### config.mk
export PLATFORM = sky130hd
export DESIGN_NAME = pwm_frequency_duty_capture_core
export DESIGN_NICKNAME = d
export VERILOG_FILES = /design/src/hdl/pwmcap_pkg.sv /design/src/hdl/pwm_frequency_duty_capture_core.sv
export SDC_FILE = /design/constraint.sdc
export NUM_CORES = 1
export LEC_CHECK = 0
export ABC_AREA = 0
export BUFFER_PORTS_ARGS = -buffer_cell sky130_fd_sc_hd__buf_2
export CORE_MARGIN = 2
export CORE_UTILIZATION = 45
export CTS_CLUSTER_SIZE = 14
export DETAILED_ROUTE_END_ITERATION = 12
export HOLD_SLACK_MARGIN = 0.03
export SLEW_MARGIN = 25
export SYNTH_ARGS = -nofsm -noshare
export SYNTH_HDL_FRONTEND = slang
export SYNTH_SLANG_ARGS = --single-unit
### constraint.sdc
create_clock -name clk -period 9.9 [get_ports clk]
set_clock_uncertainty 0.05 [all_clocks]
set_input_delay 0.495 -clock clk [delete_from_list [all_inputs] [get_ports clk]]
set_output_delay 0.495 -clock clk [all_outputs]
set_load 0.01 [all_outputs]
### src/hdl/pwmcap_pkg.sv
// Shared constants for the PWM frequency and duty capture core.
`default_nettype none
package pwmcap_pkg;

  localparam int COUNT_WIDTH_DEF = 16;
  localparam int TIME_WIDTH_DEF  = 32;

  localparam int TICK_W    = 9;
  localparam int FREQ_W    = 20;
  localparam int DUTY_W    = 7;
  localparam int TSTAMP_W  = 16;
  localparam int CFG_ADDR_W = 1;
  localparam int CNT_W     = 5;

  localparam logic [FREQ_W-1:0] MICROS_PER_SECOND = 20'd1000000;
  localparam logic [TICK_W-1:0] PERCENT_SCALE     = 9'd100;
  localparam logic [TICK_W-1:0] TICK_RESET        = 9'd1;

  localparam logic [CFG_ADDR_W-1:0] REG_TICK_TIME = 1'b0;
  localparam logic [CFG_ADDR_W-1:0] REG_MODE      = 1'b1;

  localparam logic REQ_EDGE = 1'b0;
  localparam logic REQ_READ = 1'b1;

endpackage
`default_nettype wire

### src/hdl/pwm_frequency_duty_capture_core.sv
// Top level of the PWM frequency and duty capture core with a bit-serial multiply and divide.
// A read item's result is registered and shown in the cycle after acceptance; a first rising
// edge stores the count, a falling edge runs a 9-step shift-add multiply by the tick time.
// A second rising edge runs the low-time multiply, frequency division (skipped, with the error
// flag set, on a zero period), percent scaling multiply and duty division on one shared unit.
// Throughput: one item at a time; the input stalls while the serial unit is busy.
// Reset (rst_n, synchronous, active low) clears results, phase and mode, and sets tick time to 1.
`default_nettype none
module pwm_frequency_duty_capture_core #(
  parameter int COUNT_WIDTH = pwmcap_pkg::COUNT_WIDTH_DEF,
  parameter int TIME_WIDTH  = pwmcap_pkg::TIME_WIDTH_DEF
) (
  input  wire logic        clk,
  input  wire logic        rst_n,
  input  wire logic        cfg_we,
  input  wire logic [pwmcap_pkg::CFG_ADDR_W-1:0] cfg_addr,
  input  wire logic [pwmcap_pkg::TICK_W-1:0]     cfg_wdata,
  input  wire logic        in_tvalid,
  output logic             in_tready,
  input  wire logic [15:0] in_tdata,  // timer_count[15:0]
  input  wire logic        in_tuser,  // req_type
  output logic             out_tvalid,
  input  wire logic        out_tready,
  output logic [31:0]      out_tdata  // frequency_hz[19:0], duty_percent[26:20], period_error[27]
);

  localparam int MW   = TIME_WIDTH + pwmcap_pkg::TICK_W;
  localparam int FW   = pwmcap_pkg::FREQ_W;
  localparam int DW   = pwmcap_pkg::DUTY_W;
  localparam int TW   = pwmcap_pkg::TICK_W;
  localparam int OUTW = FW + DW + 1;

  typedef enum logic [1:0] {S_IDLE, S_MUL, S_DIV} state_t;
  typedef enum logic [2:0] {OP_HIGH, OP_LOW, OP_SCALE, OP_FREQ, OP_DUTY} op_t;
  typedef enum logic [1:0] {PH_FIRST = 2'd0, PH_FALL = 2'd1, PH_SECOND = 2'd2} phase_t;

  state_t                 state_r;
  op_t                    op_r;
  phase_t                 phase_r;
  logic [COUNT_WIDTH-1:0] last_r;
  logic [TIME_WIDTH-1:0]  high_r;
  logic [TIME_WIDTH-1:0]  period_r;
  logic [FW-1:0]          freq_r;
  logic [DW-1:0]          duty_r;
  logic                   err_r;
  logic [TW-1:0]          tick_r;
  logic                   mode_r;
  logic [TIME_WIDTH-1:0]  mcand_r;
  logic [TW-1:0]          mplier_r;
  logic [MW-1:0]          acc_r;
  logic [TIME_WIDTH-1:0]  rem_r;
  logic [FW-1:0]          dvd_r;
  logic [FW-1:0]          quo_r;
  logic [pwmcap_pkg::CNT_W-1:0] cnt_r;
  logic                   out_tvalid_r;
  logic [OUTW-1:0]        out_data_r;

  logic                   in_fire;
  logic [COUNT_WIDTH-1:0] now_c;
  logic [COUNT_WIDTH-1:0] diff_raw;
  logic [COUNT_WIDTH-1:0] diff_c;
  logic [MW-1:0]          acc_nxt;
  logic [TIME_WIDTH-1:0]  acc_sat;
  logic [TIME_WIDTH:0]    sum_c;
  logic [TIME_WIDTH-1:0]  period_c;
  logic [TIME_WIDTH:0]    rem_sh;
  logic                   rem_ge;
  logic [TIME_WIDTH:0]    rem_sub;
  logic [TIME_WIDTH-1:0]  rem_nxt;

  assign in_tready = (state_r == S_IDLE) &&
                     ((in_tuser == pwmcap_pkg::REQ_EDGE) || !out_tvalid_r || out_tready);
  assign in_fire   = in_tvalid && in_tready;
  assign out_tvalid = out_tvalid_r;
  assign out_tdata  = {(32 - OUTW)'(0), out_data_r};

  assign now_c    = in_tdata[COUNT_WIDTH-1:0];
  assign diff_raw = now_c - last_r;
  assign diff_c   = mode_r ? diff_raw : COUNT_WIDTH'(diff_raw[7:0]);

  assign acc_nxt  = {acc_r[MW-2:0], 1'b0} + (mplier_r[TW-1] ? MW'(mcand_r) : '0);
  assign acc_sat  = (|acc_r[MW-1:TIME_WIDTH]) ? '1 : acc_r[TIME_WIDTH-1:0];
  assign sum_c    = {1'b0, high_r} + {1'b0, acc_sat};
  assign period_c = sum_c[TIME_WIDTH] ? '1 : sum_c[TIME_WIDTH-1:0];

  assign rem_sh  = {rem_r, dvd_r[FW-1]};
  assign rem_ge  = rem_sh >= {1'b0, period_r};
  assign rem_sub = rem_sh - {1'b0, period_r};
  assign rem_nxt = rem_ge ? rem_sub[TIME_WIDTH-1:0] : rem_sh[TIME_WIDTH-1:0];

  always_ff @(posedge clk) begin
    if (!rst_n) begin
      state_r      <= S_IDLE;
      op_r         <= OP_HIGH;
      phase_r      <= PH_FIRST;
      last_r       <= '0;
      high_r       <= '0;
      freq_r       <= '0;
      duty_r       <= '0;
      err_r        <= 1'b0;
      tick_r       <= pwmcap_pkg::TICK_RESET;
      mode_r       <= 1'b0;
      cnt_r        <= '0;
      out_tvalid_r <= 1'b0;
    end else begin
      if (cfg_we) begin
        case (cfg_addr)
          pwmcap_pkg::REG_TICK_TIME: tick_r <= cfg_wdata;
          pwmcap_pkg::REG_MODE:      mode_r <= cfg_wdata[0];
          default: ;
        endcase
      end
      if (out_tvalid_r && out_tready &&
          !(in_fire && in_tuser == pwmcap_pkg::REQ_READ)) begin
        out_tvalid_r <= 1'b0;
      end
      case (state_r)
        S_IDLE: begin
          if (in_fire) begin
            if (in_tuser == pwmcap_pkg::REQ_READ) begin
              out_data_r   <= {err_r, duty_r, freq_r};
              out_tvalid_r <= 1'b1;
              freq_r       <= '0;
              duty_r       <= '0;
              err_r        <= 1'b0;
            end else begin
              case (phase_r)
                PH_FALL: begin
                  mcand_r  <= TIME_WIDTH'(diff_c);
                  mplier_r <= tick_r;
                  acc_r    <= '0;
                  cnt_r    <= pwmcap_pkg::CNT_W'(TW);
                  op_r     <= OP_HIGH;
                  state_r  <= S_MUL;
                  last_r   <= now_c;
                  phase_r  <= PH_SECOND;
                end
                PH_SECOND: begin
                  mcand_r  <= TIME_WIDTH'(diff_c);
                  mplier_r <= tick_r;
                  acc_r    <= '0;
                  cnt_r    <= pwmcap_pkg::CNT_W'(TW);
                  op_r     <= OP_LOW;
                  state_r  <= S_MUL;
                  phase_r  <= PH_FIRST;
                end
                default: begin
                  last_r  <= now_c;
                  phase_r <= PH_FALL;
                end
              endcase
            end
          end
        end
        S_MUL: begin
          if (cnt_r != '0) begin
            acc_r    <= acc_nxt;
            mplier_r <= {mplier_r[TW-2:0], 1'b0};
            cnt_r    <= cnt_r - 1'b1;
          end else begin
            case (op_r)
              OP_HIGH: begin
                high_r  <= acc_sat;
                state_r <= S_IDLE;
              end
              OP_LOW: begin
                if (period_c == '0) begin
                  err_r   <= 1'b1;
                  state_r <= S_IDLE;
                end else begin
                  period_r <= period_c;
                  rem_r    <= '0;
                  dvd_r    <= pwmcap_pkg::MICROS_PER_SECOND;
                  quo_r    <= '0;
                  cnt_r    <= pwmcap_pkg::CNT_W'(FW);
                  op_r     <= OP_FREQ;
                  state_r  <= S_DIV;
                end
              end
              default: begin
                rem_r   <= acc_r[TIME_WIDTH+DW-1:DW];
                dvd_r   <= {acc_r[DW-1:0], (FW - DW)'(0)};
                quo_r   <= '0;
                cnt_r   <= pwmcap_pkg::CNT_W'(DW);
                op_r    <= OP_DUTY;
                state_r <= S_DIV;
              end
            endcase
          end
        end
        S_DIV: begin
          if (cnt_r != '0) begin
            rem_r <= rem_nxt;
            dvd_r <= {dvd_r[FW-2:0], 1'b0};
            quo_r <= {quo_r[FW-2:0], rem_ge};
            cnt_r <= cnt_r - 1'b1;
          end else if (op_r == OP_FREQ) begin
            freq_r   <= quo_r;
            mcand_r  <= high_r;
            mplier_r <= pwmcap_pkg::PERCENT_SCALE;
            acc_r    <= '0;
            cnt_r    <= pwmcap_pkg::CNT_W'(TW);
            op_r     <= OP_SCALE;
            state_r  <= S_MUL;
          end else begin
            duty_r  <= quo_r[DW-1:0];
            state_r <= S_IDLE;
          end
        end
        default: state_r <= S_IDLE;
      endcase
    end
  end

`ifndef ASSERT_OFF
  a_duty_range: assert property (@(posedge clk) disable iff (!rst_n)
    duty_r <= DW'(100))
    else $error("duty above one hundred percent");

  a_rem_below_divisor: assert property (@(posedge clk) disable iff (!rst_n)
    (state_r == S_DIV) |-> (rem_r < period_r))
    else $error("divider remainder not below the period");

  a_read_clears: assert property (@(posedge clk) disable iff (!rst_n)
    (in_fire && in_tuser == pwmcap_pkg::REQ_READ) |=>
      (out_tvalid_r && freq_r == '0 && duty_r == '0 && !err_r))
    else $error("read item did not present and clear the results");

  a_second_edge_starts: assert property (@(posedge clk) disable iff (!rst_n)
    (in_fire && in_tuser == pwmcap_pkg::REQ_EDGE && phase_r == PH_SECOND) |=>
      (state_r == S_MUL && op_r == OP_LOW && !in_tready))
    else $error("second rising edge did not start the low-time multiply");
`endif

endmodule
`default_nettype wire
==> run metrics <==
reg2reg path depth=17; crit path capture type=flop; Synth area leaders=edfxtp_1 33%, dfxtp_1 11%, ha_1 8.1%; slew at the pin with the worst max-slew slack=1.08 ns; drt initial violations=988; post-route insts no fill=2,571; final hold slack=0.140 ns; Pins Over Slew Limit=0; pwr dens=254 nW/µm²; global placement routability congestion=0.938; library cells used by synthesis=85; setup TNS=0 ns; CTS tree=done; CTS sink count=307; Worst EP arrival=7.06 ns; Post-Syn Area=18,700 µm²; I/O pins=66; Max Cap Violations=0; root buf cell=clkbuf_16; maximum VDD drop=0.000152 V; Gate Count Post-Synth=1,975; Final ANT Viol Nets=0; worst-path fanout max=66; Worst Hold Launch=cfg_wdata[4]; worst r2r src=acc_r[37]; RSZ-0062 raised after global routing=no; Yosys top cell by area=edfxtp_1; routed wire length per instance=19.8 µm; Synth async-reset ratio=0; # resized after CTS=0; post-synthesis sequential area ratio=0.441; final setup fails=0; core area=40,900 µm²; worst hold path class=in2reg; Layout Area Growth over Synthesis=10.8%; largest net degree at the start of global routing=76; Worst setup SP type=flop; reg2reg end=rem_r[9]; top_reg_cell synth=edfxtp_1; WS Path Type=reg2reg; DP Cell Count=2,505; total track usage=0.234; top cell type's share of synthesized area=0.335; synth warn=0; setup bufs post-CTS=0; total congestion overflow=0; port buffer count=61; status=finished, final reports clean; First-pass DRT Iterations=6; DIE HEIGHT=208 µm; hold path endpoint=tick_r[4]; most common cell after layout, fill and taps aside=nand2_1; vias=14,700; clock buffer depth=3; Post-DP HPWL=38.0 mm; layout cells sized above 1=0.101; H-tree level count=2; Initial Utilization=0.456; Cell Rows=74; Seq cells post-synth=307; Die W=208 µm; EDFF count, synth=208; Final min period=6.93 ns; clk_lat worst skew=0.56 ns; Reg2Reg Setup Slack=2.97 ns; hold_buf cts=0; DRT Wirelength=51.0 mm; fmax=144 MHz; syn_area_per_cell=9.45 µm²; DRC errors left=0; Fin. Hold Viols=0; antenna violations before repair=1; worst hold path cell count=3; vias in the first global route=14,400; final worst-path cycle share=0.700; CTS Buf Count=36; most frequent cells in the layout=244 x nand2_1, 208 x edfxtp_1, 158 x a21oi_1; die area=43,100 µm²; fin nets=2,168; Crit path required time=10.03 ns; first-pass GRT wire length=80.3 mm; clock transition at the registers of the reported paths=0.06 ns; Slew HR=0.269; number of inserted diodes=0; DR vias/cell=5.73; Leak=8.24 nW
critical path, stage by stage (launching register included):
cell      delay [ns]
edfxtp_1        0.42
nor4_1          0.36
nand3_1         0.19
buf_4           0.29
or2_2           0.34
ha_1            0.42
a21oi_1         0.43
o211ai_1        0.15
nor4_1          0.43
o31a_1          0.29
o21a_1          0.80
nand3_1         0.26
nand4b_1        0.26
or4_4           0.56
nor3_2          0.42
nor2b_1         0.15
o211a_4         0.27
buf_4           0.36
power by group:
group	switching, mW	leakage (nW)	total [mW]	internal [mW]
clock	0.565	0.576	1.31	0.747
combinational	1.49	4.97	2.30	0.806
sequential	0.101	2.69	1.64	1.54
Yosys cell counts, types with 5 or more instances:
master     count
a32oi_1        5
xnor2_1       48
o21ai_0       90
o31ai_1       14
o21bai_1       8
xor2_1        36
nand4_1       13
a21o_1        63
clkbuf_1      70
o211ai_1      16
a311oi_1       5
nor3_1        31
nor2b_1       22
and2_1        85
mux2i_1       72
nand3b_1       6
dfxtp_1       99
ha_1         121
a211o_1        9
a31oi_1       12
edfxtp_1     208
a2111oi_0      9
a22o_1        11
o21a_1        17
nand2_1      244
or2_2         37
nor2_1       149
buf_2          6
or3_1         12
nand2b_1      26
a211oi_1      13
a21oi_1      158
and3_1        16
nand3_1       37
nor4_1         6
inv_1         99
a21boi_0       8
routing by layer:
layer  vias to the layer above  track usage  share of wire
met3                        97       0.0389          0.056
met4                         0       0.0861          0.034
met2                       389        0.372           0.45
met5                         -            0              0
li1                       7163            -              -
met1                      7082        0.322           0.45
registers in the layout, summed over array words and instances, names as in the netlist:
name,count
acc_r,41
high_r,32
mcand_r,32
period_r,32
rem_r,32
out_data_r,28
freq_r,20
quo_r,20
last_r,16
dvd_r,14
mplier_r,9
tick_r,9
duty_r,7
cnt_r,5
op_r,3
phase_r,2
state_r,2
err_r,1
mode_r,1
out_tvalid,1
cell type report:
cell class	count	area, µm²
clock buffer	49	1030
clock inverter	17	143
timing repair buffer	77	425
inverter	100	377
multi-input combinational	1489	9810
tap	532	666
sequential	307	8230
fill	3840	20200
cells by family (layout without fill, tap and decap cells):
kind of cell,Yosys count,count (layout),synth area share
adder cells (fa/ha/maj),125,125,0.0854
AND/OR/NAND/NOR,703,703,0.182
buffers and inverters,182,243,0.0378
flip-flops,307,307,0.441
other,1,4,0.000201
AO/OA/AOI/OAI,499,499,0.174
XOR/XNOR,84,84,0.0394
multiplexers,74,74,0.0398
worst max path at each step:
stage	start	endpoint	slack, ns	depth (start not counted)
floorplan	acc_r[37]	period_r[0]	0.41	17
CTS	acc_r[37]	rem_r[8]	3.11	17
detailed placement	acc_r[37]	rem_r[7]	3.18	17
global route	acc_r[37]	rem_r[9]	2.57	17
finish	acc_r[37]	rem_r[9]	2.97	17
global placement	acc_r[37]	rem_r[7]	3.30	17
per-stage QoR:
| stage | setup WS, ns | total power [mW] | util | instance area, µm² |
|---|---|---|---|---|
| 6_report | 2.97 | 5.25 | 0.505 | 20700 |
| 3_5_place_dp | 3.18 | 3.90 | 0.477 | 19500 |
| 2_1_floorplan | 0.406 | 3.22 | - | 18700 |
| 5_1_grt | 2.57 | 5.53 | 0.505 | 20700 |
| 4_1_cts | 3.11 | 5.22 | 0.505 | 20700 |
| 3_3_place_gp | 3.30 | 3.89 | 0.476 | 19500 |
Note: power is estimated with default switching activity, not from simulation.
